<file path="config.mk">
export PLATFORM = sky130hd
export DESIGN_NAME = button_edge_event_latch_unit
export DESIGN_NICKNAME = d
export VERILOG_FILES = /design/src/hw/rtl/bee_pkg.sv /design/src/hw/rtl/bee_cell.sv /design/src/hw/rtl/bee_out_buf.sv /design/src/hw/rtl/button_edge_event_latch_unit.sv
export SDC_FILE = /design/constraint.sdc
export NUM_CORES = 1
export LEC_CHECK = 0
export BUFFER_PORTS_ARGS = -buffer_cell sky130_fd_sc_hd__buf_2
export CAP_MARGIN = 20
export CORE_MARGIN = 3
export CORE_UTILIZATION = 54
export CTS_CLUSTER_DIAMETER = 60
export DETAILED_ROUTE_END_ITERATION = 7
export PLACE_DENSITY_LB_ADDON = 0.2
export SYNTH_ARGS = -nofsm -noshare
export SYNTH_HDL_FRONTEND = slang
export SYNTH_SLANG_ARGS = --single-unit
</file>
<file path="constraint.sdc">
create_clock -name clk -period 5.4 [get_ports clk]
set_input_delay 0.27 -clock clk [delete_from_list [all_inputs] [get_ports clk]]
set_output_delay 0.27 -clock clk [all_outputs]
set_load 0.005 [all_outputs]
</file>
<file path="src/hw/rtl/bee_pkg.sv">
// Shared types and constants for the button edge event latch.
package bee_pkg;

  localparam int NUM_BUTTONS   = 8;
  localparam int SAMPLE_W      = 8;
  localparam int NUM_CELLS     = (NUM_BUTTONS < SAMPLE_W) ? NUM_BUTTONS : SAMPLE_W;
  localparam int BTN_IDX_W     = 3;
  localparam int TIME_W        = 32;
  localparam logic [TIME_W-1:0] TIMEOUT_RESET = 32'd100000;

  typedef enum logic {
    OP_SAMPLE = 1'b0,
    OP_TAKE   = 1'b1
  } op_t;

  typedef enum logic {
    KIND_DOWN = 1'b0,
    KIND_UP   = 1'b1
  } kind_t;

  // Control broadcast to every cell.
  typedef struct packed {
    logic accept;
    op_t  op;
    logic expire;
  } cell_ctl_t;

  // Ripple chain between neighboring cells.
  typedef struct packed {
    logic taken;  // an earlier cell already claimed the event
    logic any;    // some earlier latch is set
  } chain_t;

  // One result transaction.
  typedef struct packed {
    logic                 pending;
    logic                 event_valid;
    logic [BTN_IDX_W-1:0] button_index;
    kind_t                event_kind;
  } result_t;

endpackage

</file>
<file path="src/hw/rtl/bee_cell.sv">
// One button cell: reported state, press latch and release latch.
module bee_cell (
  input  logic              clk,
  input  logic              rst_n,
  input  bee_pkg::cell_ctl_t ctl,
  input  logic              now,
  input  bee_pkg::chain_t   chain_in,
  output bee_pkg::chain_t   chain_out,
  output logic              hit,
  output bee_pkg::kind_t    kind
);
  import bee_pkg::*;

  logic rep_r, press_r, rel_r;
  logic rep_nxt, press_nxt, rel_nxt;
  logic p0, q0, p1, q1, p2, q2, dn, up;

  always_comb begin
    p0 = (ctl.op == OP_TAKE && ctl.expire) ? 1'b0 : press_r;
    q0 = (ctl.op == OP_TAKE && ctl.expire) ? 1'b0 : rel_r;
    p1 = p0 | (now & ~rep_r);
    q1 = q0 | (~now & rep_r);
    // drop latch combinations that cannot produce an event
    q2 = q1 & (p1 | rep_r);
    p2 = p1 & (q2 | ~rep_r);
    dn = p2 & ~rep_r;
    up = q2 & rep_r;
    hit  = 1'b0;
    kind = dn ? KIND_DOWN : KIND_UP;
    rep_nxt   = rep_r;
    press_nxt = press_r;
    rel_nxt   = rel_r;
    chain_out.any   = chain_in.any | p1 | q1;
    chain_out.taken = chain_in.taken;
    if (ctl.op == OP_SAMPLE) begin
      press_nxt = p1;
      rel_nxt   = q1;
    end else begin
      press_nxt = p2;
      rel_nxt   = q2;
      chain_out.taken = chain_in.taken | dn | up;
      if (!chain_in.taken && dn) begin
        hit       = 1'b1;
        press_nxt = 1'b0;
        rep_nxt   = 1'b1;
      end else if (!chain_in.taken && up) begin
        hit     = 1'b1;
        rel_nxt = 1'b0;
        rep_nxt = 1'b0;
      end
    end
  end

  always_ff @(posedge clk) begin
    if (!rst_n) begin
      rep_r   <= 1'b0;
      press_r <= 1'b0;
      rel_r   <= 1'b0;
    end else if (ctl.accept) begin
      rep_r   <= rep_nxt;
      press_r <= press_nxt;
      rel_r   <= rel_nxt;
    end
  end

endmodule

</file>
<file path="src/hw/rtl/bee_out_buf.sv">
// Two-entry output buffer (output register plus skid) for result transactions.
module bee_out_buf (
  input  logic              clk,
  input  logic              rst_n,
  input  logic              wr_valid,
  input  bee_pkg::result_t  wr_data,
  output logic              full,
  output logic              rd_valid,
  input  logic              rd_stall,
  output bee_pkg::result_t  rd_data
);
  import bee_pkg::*;

  logic    main_valid_r, skid_valid_r;
  result_t main_r, skid_r;
  logic    take;

  assign take     = main_valid_r & ~rd_stall;
  assign full     = skid_valid_r;
  assign rd_valid = main_valid_r;
  assign rd_data  = main_r;

  always_ff @(posedge clk) begin
    if (!rst_n) begin
      main_valid_r <= 1'b0;
      skid_valid_r <= 1'b0;
    end else if (skid_valid_r) begin
      if (take) begin
        skid_valid_r <= 1'b0;
      end
    end else if (wr_valid) begin
      if (!main_valid_r || take) begin
        main_valid_r <= 1'b1;
      end else begin
        skid_valid_r <= 1'b1;
      end
    end else if (take) begin
      main_valid_r <= 1'b0;
    end
  end

  always_ff @(posedge clk) begin
    if (skid_valid_r) begin
      if (take) begin
        main_r <= skid_r;
      end
    end else if (wr_valid) begin
      if (!main_valid_r || take) begin
        main_r <= wr_data;
      end else begin
        skid_r <= wr_data;
      end
    end
  end

endmodule

</file>
<file path="src/hw/rtl/button_edge_event_latch_unit.sv">
// Button edge event latch: a row of per-button cells with a priority ripple chain.
// An accepted transaction's result is registered in the output buffer that drives out_ ports.
// Throughput: one transaction per cycle while the output buffer is not full; the cell row,
// the 32-bit elapsed-time compare and the priority ripple are all combinational.
// Reset (rst_n low, synchronous): latches, reported state and timestamp clear, timeout
// returns to 100000 us, the output buffer empties.
module button_edge_event_latch_unit (
  input  logic                        clk,
  input  logic                        rst_n,
  // configuration
  input  logic                        cfg_wr_en,
  input  logic [bee_pkg::TIME_W-1:0]  cfg_wr_data,
  // input transactions
  input  logic                        in_valid,
  output logic                        in_stall,
  input  logic                        in_op,
  input  logic [bee_pkg::SAMPLE_W-1:0] in_buttons_now,
  input  logic [bee_pkg::TIME_W-1:0]  in_now_us,
  // result transactions
  output logic                        out_valid,
  input  logic                        out_stall,
  output logic                        out_pending,
  output logic                        out_event_valid,
  output logic [bee_pkg::BTN_IDX_W-1:0] out_button_index,
  output logic                        out_event_kind
);
  import bee_pkg::*;

  logic [TIME_W-1:0] timeout_r;
  logic [TIME_W-1:0] last_time_r;
  logic [TIME_W-1:0] elapsed;
  logic              accept;
  logic              buf_full;
  cell_ctl_t         ctl;
  chain_t            chain [NUM_CELLS+1];
  logic [NUM_CELLS-1:0] hit;
  kind_t             kind [NUM_CELLS];
  result_t           res, out_res;

  // Stall only when both buffer entries hold results; this never looks at out_stall.
  assign in_stall = buf_full;
  assign accept   = in_valid & ~buf_full;

  // Modular elapsed time since the last sample-op timestamp.
  assign elapsed = in_now_us - last_time_r;

  assign ctl.accept = accept;
  assign ctl.op     = op_t'(in_op);
  assign ctl.expire = (elapsed > timeout_r);

  assign chain[0].taken = 1'b0;
  assign chain[0].any   = 1'b0;

  // Cell i owns button i; sample bits above the cell count are ignored.
  for (genvar i = 0; i < NUM_CELLS; i++) begin : g_cell
    bee_cell u_cell (
      .clk       (clk),
      .rst_n     (rst_n),
      .ctl       (ctl),
      .now       (in_buttons_now[i]),
      .chain_in  (chain[i]),
      .chain_out (chain[i+1]),
      .hit       (hit[i]),
      .kind      (kind[i])
    );
  end

  // At most one cell hits, so the index and kind are plain ORs over the row.
  always_comb begin
    res.pending      = (ctl.op == OP_SAMPLE) && chain[NUM_CELLS].any;
    res.event_valid  = |hit;
    res.button_index = '0;
    res.event_kind   = KIND_DOWN;
    for (int k = 0; k < NUM_CELLS; k++) begin
      if (hit[k]) begin
        res.button_index = res.button_index | BTN_IDX_W'(k);
        res.event_kind   = kind_t'(res.event_kind | kind[k]);
      end
    end
  end

  always_ff @(posedge clk) begin
    if (!rst_n) begin
      timeout_r   <= TIMEOUT_RESET;
      last_time_r <= '0;
    end else begin
      if (cfg_wr_en) begin
        timeout_r <= cfg_wr_data;
      end
      // only the sample op refreshes the timestamp
      if (accept && ctl.op == OP_SAMPLE) begin
        last_time_r <= in_now_us;
      end
    end
  end

  bee_out_buf u_out_buf (
    .clk      (clk),
    .rst_n    (rst_n),
    .wr_valid (accept),
    .wr_data  (res),
    .full     (buf_full),
    .rd_valid (out_valid),
    .rd_stall (out_stall),
    .rd_data  (out_res)
  );

  assign out_pending      = out_res.pending;
  assign out_event_valid  = out_res.event_valid;
  assign out_button_index = out_res.button_index;
  assign out_event_kind   = out_res.event_kind;

`ifndef ASSERT_OFF
  a_stall_needs_result: assert property (@(posedge clk) disable iff (!rst_n)
    in_stall |-> out_valid)
    else $error("input stalled with no result held");

  a_no_event_fields_zero: assert property (@(posedge clk) disable iff (!rst_n)
    (out_valid && !out_event_valid) |-> (out_button_index == '0 && out_event_kind == 1'b0))
    else $error("index or kind set without an event");

  a_pending_excludes_event: assert property (@(posedge clk) disable iff (!rst_n)
    (out_valid && out_pending) |-> !out_event_valid)
    else $error("pending and event in one result");

  a_sample_records_time: assert property (@(posedge clk) disable iff (!rst_n)
    (accept && ctl.op == OP_SAMPLE) |=> (last_time_r == $past(in_now_us)))
    else $error("sample op did not record its timestamp");
`endif

endmodule
</file>
# Word-level counts from Yosys, hierarchy flattened
# Index checks and enable logic that the tools add are counted.
# classes
addsub	1
n_lt_le_gt_ge	1
n_eq_ne	2
mux	130
bitwise_logic	137
reduce_logical	49
# ops
cell	n
two-way mux 1 bit	119
bitwise OR 1 bit	67
bitwise AND 1 bit	50
AND reduction 3 bit	11
> comparator 32 bit	1
subtractor 32 bit	1
two-way mux 6 bit	4
nonzero test 2 bit	11
inverter 1 bit	20
logical AND 1 bit	17
two-way mux 4 bit	4
zero test 1 bit	8
OR reduction 8 bit	1
two-way mux 3 bit	2
two-way mux 2 bit	1
inequality test 2 x 1 -> 1 bit (second input constant)	1
inequality test 2 bit (second input constant)	1
logical OR 1 bit	1
# totals
regBits	102
out_inout_bits	8
elab_cells	356

# Longest topological paths before layout
# Gate-level depths: netlist (run 1).
# logic_depth
depth_word	39
mapped_depth	26
mapped_depth_nobuf	25

# Hierarchy
# From an unflattened synthesis (run 1), not the netlist that was laid out.
# unflattened
hier_cells	927
area_unflattened_um2	7674.9
# by_module_without_submodules
mod	instances	cells_each	area_each_um2
button_edge_event_latch_unit	1	631	5044.8
bee_cell	8	33	257.7
bee_out_buf	1	32	568.0

# Least setup slack after synthesis (run 1)
# No wires, ideal clock.
# synth_timing
kind	input to register
startpoint	input port in_now_us[0] in the netlist's numbering
endpoint	register u_out_buf.main_r, in the netlist u_out_buf.rd_data[4], data pin
arrival_time_ns	4.914
required_ns	5.140
setup_slack_ns	0.226
path_stages	25
path_cell_list	inv_1 -> ha_1 -> inv_1 -> fa_1 -> a21o_1 -> a21boi_0 -> o21a_1 -> o41ai_1 -> nand2b_1 -> nand2_1 -> a31oi_1 -> a21oi_1 -> o311ai_0 -> xor2_1 -> ha_1 -> nand3_1 -> nor3_2 -> a22oi_1 -> nand3_1 -> o2111a_1 -> o32ai_2 -> o21ba_4 -> o41ai_2 -> nand2_1 -> mux2_2
# synth_rtl
element	line_no	text
from (decl)	button_edge_event_latch_unit.sv:18	input logic [bee_pkg::TIME_W-1:0] in_now_us,
to (signal assigned)	bee_out_buf.sv:45	main_r <= skid_r;
to (signal assigned)	bee_out_buf.sv:49	main_r <= wr_data;
to (decl)	bee_out_buf.sv:15	result_t main_r, skid_r;

==> run_results.csv, run 1 <==
group,metric,value,unit
outcome,status,"completed",
cells_and_area,layout-drive-gt1-share,22.7,%
pwr,ir_worst_vdd,0.177,mV
cts,clock_sink_count,102,
timing,setup_ws,0.135,ns
cts,cts_tree,"done",
routing,drt_iter0_markers,462,
routing,routed_wl,18200,um
critical_path,cp_num_buf_inv,1,
synth,synth_flop_cell,"dfxtp_1",
floorplan,fp.dieH,122,um
placed_design,port-buffer-count,85,
critical_path,cpMaxStageDelayCell,"dfxtp_2",
pwr,p_int,1.50,mW
synth,syn_avg_cell_area,8.07,um2
floorplan,start_util,56.1,%
critical_path,crit_family,"compound AO/OA/AOI/OAI gates",
critical_path,critPathMaxStageDelay,0.33,ns
cts,holdBufCountCts,0,
critical_path,path_common_cell,"ha_1",
global_routing,grt_max_degree,92,
worst_hold_path,hp-class,"in -> reg",
pwr,power_frac_comb,33.3,%
timing,tightest_slew,1.08,ns
floorplan,core_area,12900,um2
cells_and_area,fillers,1052,
cts,clk_path_buf_depth,2,
synth,seq_area_frac_synth,29.9,%
floorplan,num_io_pins,86,
routing,first_pass_iters,5,
pwr,swShare,32.6,%
synth,synth_edf_count,12,
critical_path,reg2reg_from,"last_time_r[1]",
synth,synth_top_cell_by_area,"dfxtp_1",
synth,synth_common_cells,"121 x nand2_1, 90 x dfxtp_1, 79 x inv_1",
cts,numCtsBuffers,9,
floorplan,rows,41,
routing,avgViaCountPerCell,5.65,
worst_hold_path,min_to,"timeout_r[9]",
timing,hold_violations,0,
timing,setup_viol,0,
floorplan,dieArea,14800,um2
cts,clock_latency,0.36,ns
timing,post-route-period-util,97.5,%
placed_design,pre_cts_slack,-0.313,ns
worst_hold_path,hold_start,"cfg_wr_data[9]",
critical_path,startpoint_type,"register",
floorplan,die_w,122,um
timing,tns,0,ns
global_routing,gr-usage-met3,3.90,%
critical_path,crit_chain,"inv_2, ha_1, nand2b_1, a211oi_2, o211ai_1, nor3_2, o21ai_2, a211o_1, a31oi_4, a41oi_2, a21oi_1, xor2_1, ha_1, nand3_4, nor3_4, nand2_2, a41oi_4, o21ai_4, a21o_1, o221a_4, o41ai_4, nand2_1, mux2_2",
critical_path,ff2ff_path_depth,23,
timing,hold_ws,0.127,ns
timing,relSlewSlack,28.2,%
cells_and_area,seq_area,2170,um2
global_routing,grt_util_met2,39.9,%
synth,synthArstFlopShare,0,%
timing,skew,0.0109,ns
timing,period_minus_slack,5.26,ns
cells_and_area,areaGrowthSynthToFinish,21.9,%
pwr,p_per_area,253,nW/um2
pwr,p_leak,3.59,nW
routing,num_vias,6713,
placed_design,place.gp.congestion,0.891,
routing,detail_route.wl_per_cell,15.3,um
global_routing,use_met1,32.7,%
synth,yosysWarnings,0,
timing,fmax,0.190,GHz
placed_design,place_hpwl,12900,um
cells_and_area,instances_no_fill,1189,
cts,root_buffer,"clkbuf_16",
global_routing,grtUsageTotal,24.2,%
routing,drtAntennaViolNets,0,
global_routing,grt_pass1_vias,6226,
cells_and_area,final_core_util,68.5,%
synth,netlist_area,7230,um2
cells_and_area,antenna_cells,0,
critical_path,crit_type,"reg -> reg",
timing,slew_violations,0,
placed_design,placed_cells,1163,
synth,synth.most_common_cell,"nand2_1",
run,maxCapViolations,0,
synth,synth_seq_cells,102,
pwr,p_clk_share,29.2,%
cells_and_area,nets,1154,
pwr,pwr-share-seq,37.4,%
cts,path_clk_slew,0.07,ns
worst_hold_path,min_path_cells,3,
global_routing,top_usage_layer,"met2",
cts,cts_htree_levels,3,
global_routing,grt_pass1_wl,29300,um
global_routing,grt_overflow,0,
critical_path,r2r_end,"u_out_buf.rd_data[4]",
critical_path,path_max_fanout,7,
critical_path,worst_ep_required_time,5.52,ns
critical_path,cp.arrival,5.38,ns
critical_path,reg2reg_slack,0.14,ns
synth,synth_area_leaders,"dfxtp_1 25%, ha_1 11%, nand2_1 6.3%",
synth,synth_fp_nets,1038,
critical_path,end_kind,"register",
pwr,switching_power,726,uW
synth,post_synth_inst_count,896,
synth,synth_cell_types,74,
global_routing,antenna_found_initial,0,
routing,drcViolationCount,0,
cells_and_area,multi_input_area,4970,um2
synth,yosysTopAreaCellShare,24.9,%
==> registers in the layout (all words and copies together), names as in the netlist <==
signal	flops
g_cell.u_cell.press_r	8
g_cell.u_cell.rel_r	8
g_cell.u_cell.rep_r	8
last_time_r	32
timeout_r	32
u_out_buf.full	1
u_out_buf.rd_data	6
u_out_buf.rd_valid	1
u_out_buf.skid_r	6
==> area by class of cell <==
| cell class | count | share of cell area, % |
|---|---|---|
| well taps | 172 | 2.44 |
| clock inverters | 6 | 0.681 |
| clock buffers | 10 | 2.60 |
| flip-flops and latches | 102 | 24.6 |
| multi-input cells | 676 | 56.4 |
| inverters | 80 | 3.41 |
| repair buffers | 143 | 9.85 |
==> power by group through the flow <==
| stage | clock network, mW | registers, mW | logic [mW] |
|---|---|---|---|
| after floorplan | 0 | 0.841 | 0.447 |
| after global placement | 0 | 0.850 | 0.638 |
| after detailed placement | 0 | 0.850 | 0.644 |
| after CTS | 0.672 | 0.833 | 0.660 |
| after global routing | 0.699 | 0.839 | 0.821 |
| final | 0.651 | 0.834 | 0.742 |
==> metal layers <==
metal	wire length [um]	vias up	part of all wire, %
met5	0	-	0
met4	276	0	1.5
met3	849	27	4.7
met2	8670	154	48
met1	8450	3147	46
li1	-	3385	-
==> cell usage in the layout (no fill, tap or decap), types with 6 or more instances in the layout <==
master     netlist  routed
a211o_1          7       7
a21boi_0        48      47
a21o_1          14      14
a21oi_1         56      52
buf_2            1      85
buf_4            1      56
clkbuf_16        0       9
dfxtp_1         90      86
edfxtp_1        12      12
ha_1            63      58
inv_1           79      77
mux2_2           7       7
mux2i_1         32      32
nand2_1        121     117
nand2b_1        13      12
nand3_1         17      14
nand4_1          9       9
nor2_1          50      49
nor2b_1         38      38
nor3_1          10       8
nor4_1           8       6
o211ai_1        12      12
o21ai_0         43      39
o21ai_1          4       6
xnor2_1         23      23
xor2_1           9       9
==> worst max path at each step <==
stage          cells after the start              endpoint           start  slack (ns)
2_1_floorplan                     25  u_out_buf.rd_data[4]    in_now_us[0]        0.23
3_3_place_gp                      28  u_out_buf.rd_data[4]    in_now_us[0]       -0.18
3_5_place_dp                      27  u_out_buf.rd_data[4]    in_now_us[0]       -0.31
4_1_cts                           26  u_out_buf.rd_data[4]  last_time_r[0]       0.003
5_1_grt                           23  u_out_buf.rd_data[2]  last_time_r[1]       -0.13
6_report                          23  u_out_buf.rd_data[4]  last_time_r[1]        0.14
==> cell families (layout without fill, tap and decap cells) <==
logic type	after synthesis	after routing	synth area share [%]
AO/OA/AOI/OAI	249	249	24.0
XOR/XNOR	32	32	3.88
adder cells (fa/ha/maj)	64	64	11.2
buffers and inverters	118	239	6.20
flip-flops	102	102	29.9
multiplexers	39	39	5.52
AND/OR/NAND/NOR	292	292	19.3
==> what timing repair did <==
action | CTS | global route
pin swaps | 4 | 41
buffers inserted | 2 | 9
gates resized for setup | 12 | 57
endpoints found under the setup margin | 18 | 31
==> through the flow <==
| step | power [mW] | instance area (um2) |
|---|---|---|
| floorplan | 1.29 | 7230 |
| finish | 2.23 | 8810 |
| CTS | 2.16 | 8440 |
| global placement | 1.49 | 8090 |
| detailed placement | 1.49 | 8090 |
| global route | 2.36 | 8810 |
==> worst register-to-register path: stages (launching register included) <==
cell and delay, ns:
dfxtp_2 0.33, inv_2 0.05, ha_1 0.27, nand2b_1 0.11
a211oi_2 0.26, o211ai_1 0.19, nor3_2 0.28, o21ai_2 0.09
a211o_1 0.32, a31oi_4 0.20, a41oi_2 0.18, a21oi_1 0.22
xor2_1 0.10, ha_1 0.33, nand3_4 0.11, nor3_4 0.27
nand2_2 0.13, a41oi_4 0.24, o21ai_4 0.14, a21o_1 0.21
o221a_4 0.29, o41ai_4 0.32, nand2_1 0.11, mux2_2 0.27
Note: power is estimated with default switching activity, not from simulation.
==> run 2: changes to the inputs <==
REMOVE_ABC_BUFFERS = 1   (was default)
==> run 2 against run 1 <==
Against the previous run: cell area is 1.4% higher; power grew 0.55%; worst setup slack worse by 0.013 ns.
==> run_results.csv, run 2 (synthesis results as in run 1) <==
group,metric,value,unit
global_routing,grt_pass1_wl,29000,um
cells_and_area,antenna_cells,0,
critical_path,cpMaxStageDelayCell,"ha_1",
critical_path,startpoint_type,"register",
global_routing,grtUsageTotal,23.9,%
cells_and_area,nets,1159,
outcome,status,"completed",
global_routing,antenna_found_initial,0,
worst_hold_path,hold_start,"cfg_wr_data[10]",
routing,first_pass_iters,5,
global_routing,grt_overflow,0,
critical_path,crit_start,"last_time_r[8]",
routing,routed_wl,18300,um
critical_path,critPathMaxStageDelay,0.34,ns
pwr,p_per_area,251,nW/um2
timing,period_minus_slack,5.28,ns
cts,cts_tree,"done",
cells_and_area,top_regs,"last_time_r: 32 flops, timeout_r: 32 flops",
routing,drtAntennaViolNets,0,
cells_and_area,layout-drive-gt1-share,24.6,%
cts,numCtsBuffers,9,
pwr,p_clk_share,28.6,%
global_routing,grt_max_degree,55,
pwr,power_frac_comb,34.2,%
pwr,ir_worst_vdd,0.231,mV
floorplan,fp.dieH,122,um
routing,avgViaCountPerCell,5.67,
routing,drcViolationCount,0,
placed_design,port-buffer-count,85,
cts,holdBufCountCts,0,
cells_and_area,design_area,8930,um2
routing,drt_iter0_markers,435,
placed_design,place.gp.congestion,0.932,
cts,path_clk_slew,0.07,ns
global_routing,grt_pass1_vias,6209,
routing,detail_route.wl_per_cell,15.3,um
critical_path,end_kind,"register",
timing,post-route-period-util,97.7,%
pwr,power,2.24,mW
pwr,p_leak,3.62,nW
timing,tightest_slew,1.03,ns
timing,setup_viol,0,
pwr,swShare,32.4,%
worst_hold_path,hp-class,"in -> reg",
cells_and_area,final_common_cell,"nand2_1",
timing,hold_violations,0,
cts,cts_htree_levels,3,
floorplan,core_area,12900,um2
timing,fmax,0.189,GHz
critical_path,reg2reg_from,"last_time_r[8]",
floorplan,start_util,56.1,%
critical_path,worst_ep_required_time,5.50,ns
pwr,p_int,1.51,mW
placed_design,place_hpwl,12900,um
pwr,pwr-share-seq,37.3,%
timing,relSlewSlack,31.5,%
cts,clock_latency,0.36,ns
run,maxCapViolations,0,
floorplan,die_w,122,um
floorplan,dieArea,14800,um2
cts,clock_sink_count,102,
cells_and_area,areaGrowthSynthToFinish,23.6,%
timing,slew_violations,0,
floorplan,num_io_pins,86,
timing,skew,0.00618,ns
floorplan,rows,41,
placed_design,placed_cell_area,8100,um2
pwr,switching_power,725,uW
critical_path,path_max_fanout,8,
cells_and_area,mostFrequentLayoutCells,"116 x nand2_1, 85 x buf_2, 84 x dfxtp_1",
cts,root_buffer,"clkbuf_16",
timing,rsz0062_at_grt,"yes",
critical_path,crit_type,"reg -> reg",
critical_path,cp.arrival,5.38,ns
routing,num_vias,6775,
cts,clk_path_buf_depth,2,
run 2: changes by cell type in the layout (fill, tap and decap cells not counted), moves of 3 or more:
cell | previous run | this run
ha_4 | 4 | 8
a21oi_2 | 4 | 9
ha_1 | 58 | 55
buf_4 | 56 | 61
a41oi_2 | 1 | 4
a21oi_1 | 52 | 47
run 2: what timing repair did:
| action | 4_1_cts | 5_1_grt |
|---|---|---|
| buffers inserted | 1 | 14 |
| endpoints found under the setup margin | 18 | 28 |
| pin swaps | 12 | 49 |
| resized for setup | 22 | 68 |
run 2: layer usage:
metal / GRT usage (%) / routed length (um)
met5: 0 / 0
met4: 5.95 / 210
met3: 4.55 / 986
met2: 39.1 / 8710
met1: 32.6 / 8370
run 2: area by class of cell:
cell class | count | area (um2)
Multi-Input combinational cell | 676 | 5060
Fill cell | 1032 | 3940
Sequential cell | 102 | 2170
Timing Repair Buffer | 148 | 910
Inverter | 80 | 300
Clock buffer | 10 | 229
Tap cell | 172 | 215
Clock inverter | 6 | 52.6
run 2: worst max-delay path: cells and delay by family, from the launching register on:
family,cells,cell delay [ns]
DFF,1,0.33
and+or+nand+nor,6,1.02
AOI/OAI and AO/OA,12,2.35
buffers and inverters,3,0.29
muxes,1,0.29
xor gates and xnor gates,1,0.10
adders and majority gates,2,0.61
run 2: per-stage QoR:
stage | util (%) | TNS [ns] | setup slack, ns | instances | hold WS [ns]
floorplan | - | 0 | 0.218 | 858 | 0.369
global placement | 62.9 | -0.613 | -0.161 | 1165 | 0.450
detailed placement | 62.9 | -1.99 | -0.278 | 1165 | 0.458
CTS | 65.9 | 0 | 0.00377 | 1182 | 0.127
global route | 69.4 | -0.510 | -0.128 | 1194 | 0.141
finish | 69.4 | 0 | 0.123 | 1194 | 0.134
run 2: final timing paths:
check	to	slack (ns)	depth (start not counted)
worst min-delay path	timeout_r[10]	0.13	3
worst max register to register	u_out_buf.rd_data[4]	0.12	25
worst max-delay path	u_out_buf.rd_data[4]	0.12	25
worst min register to register	last_time_r[7]	0.46	2
run 2: power groups by stage:
stage	combinational [mW]	clock (mW)	sequential (mW)
floorplan	0.421	0	0.844
global placement	0.633	0	0.850
detailed placement	0.639	0	0.851
CTS	0.663	0.656	0.834
global route	0.849	0.680	0.839
finish	0.765	0.640	0.835
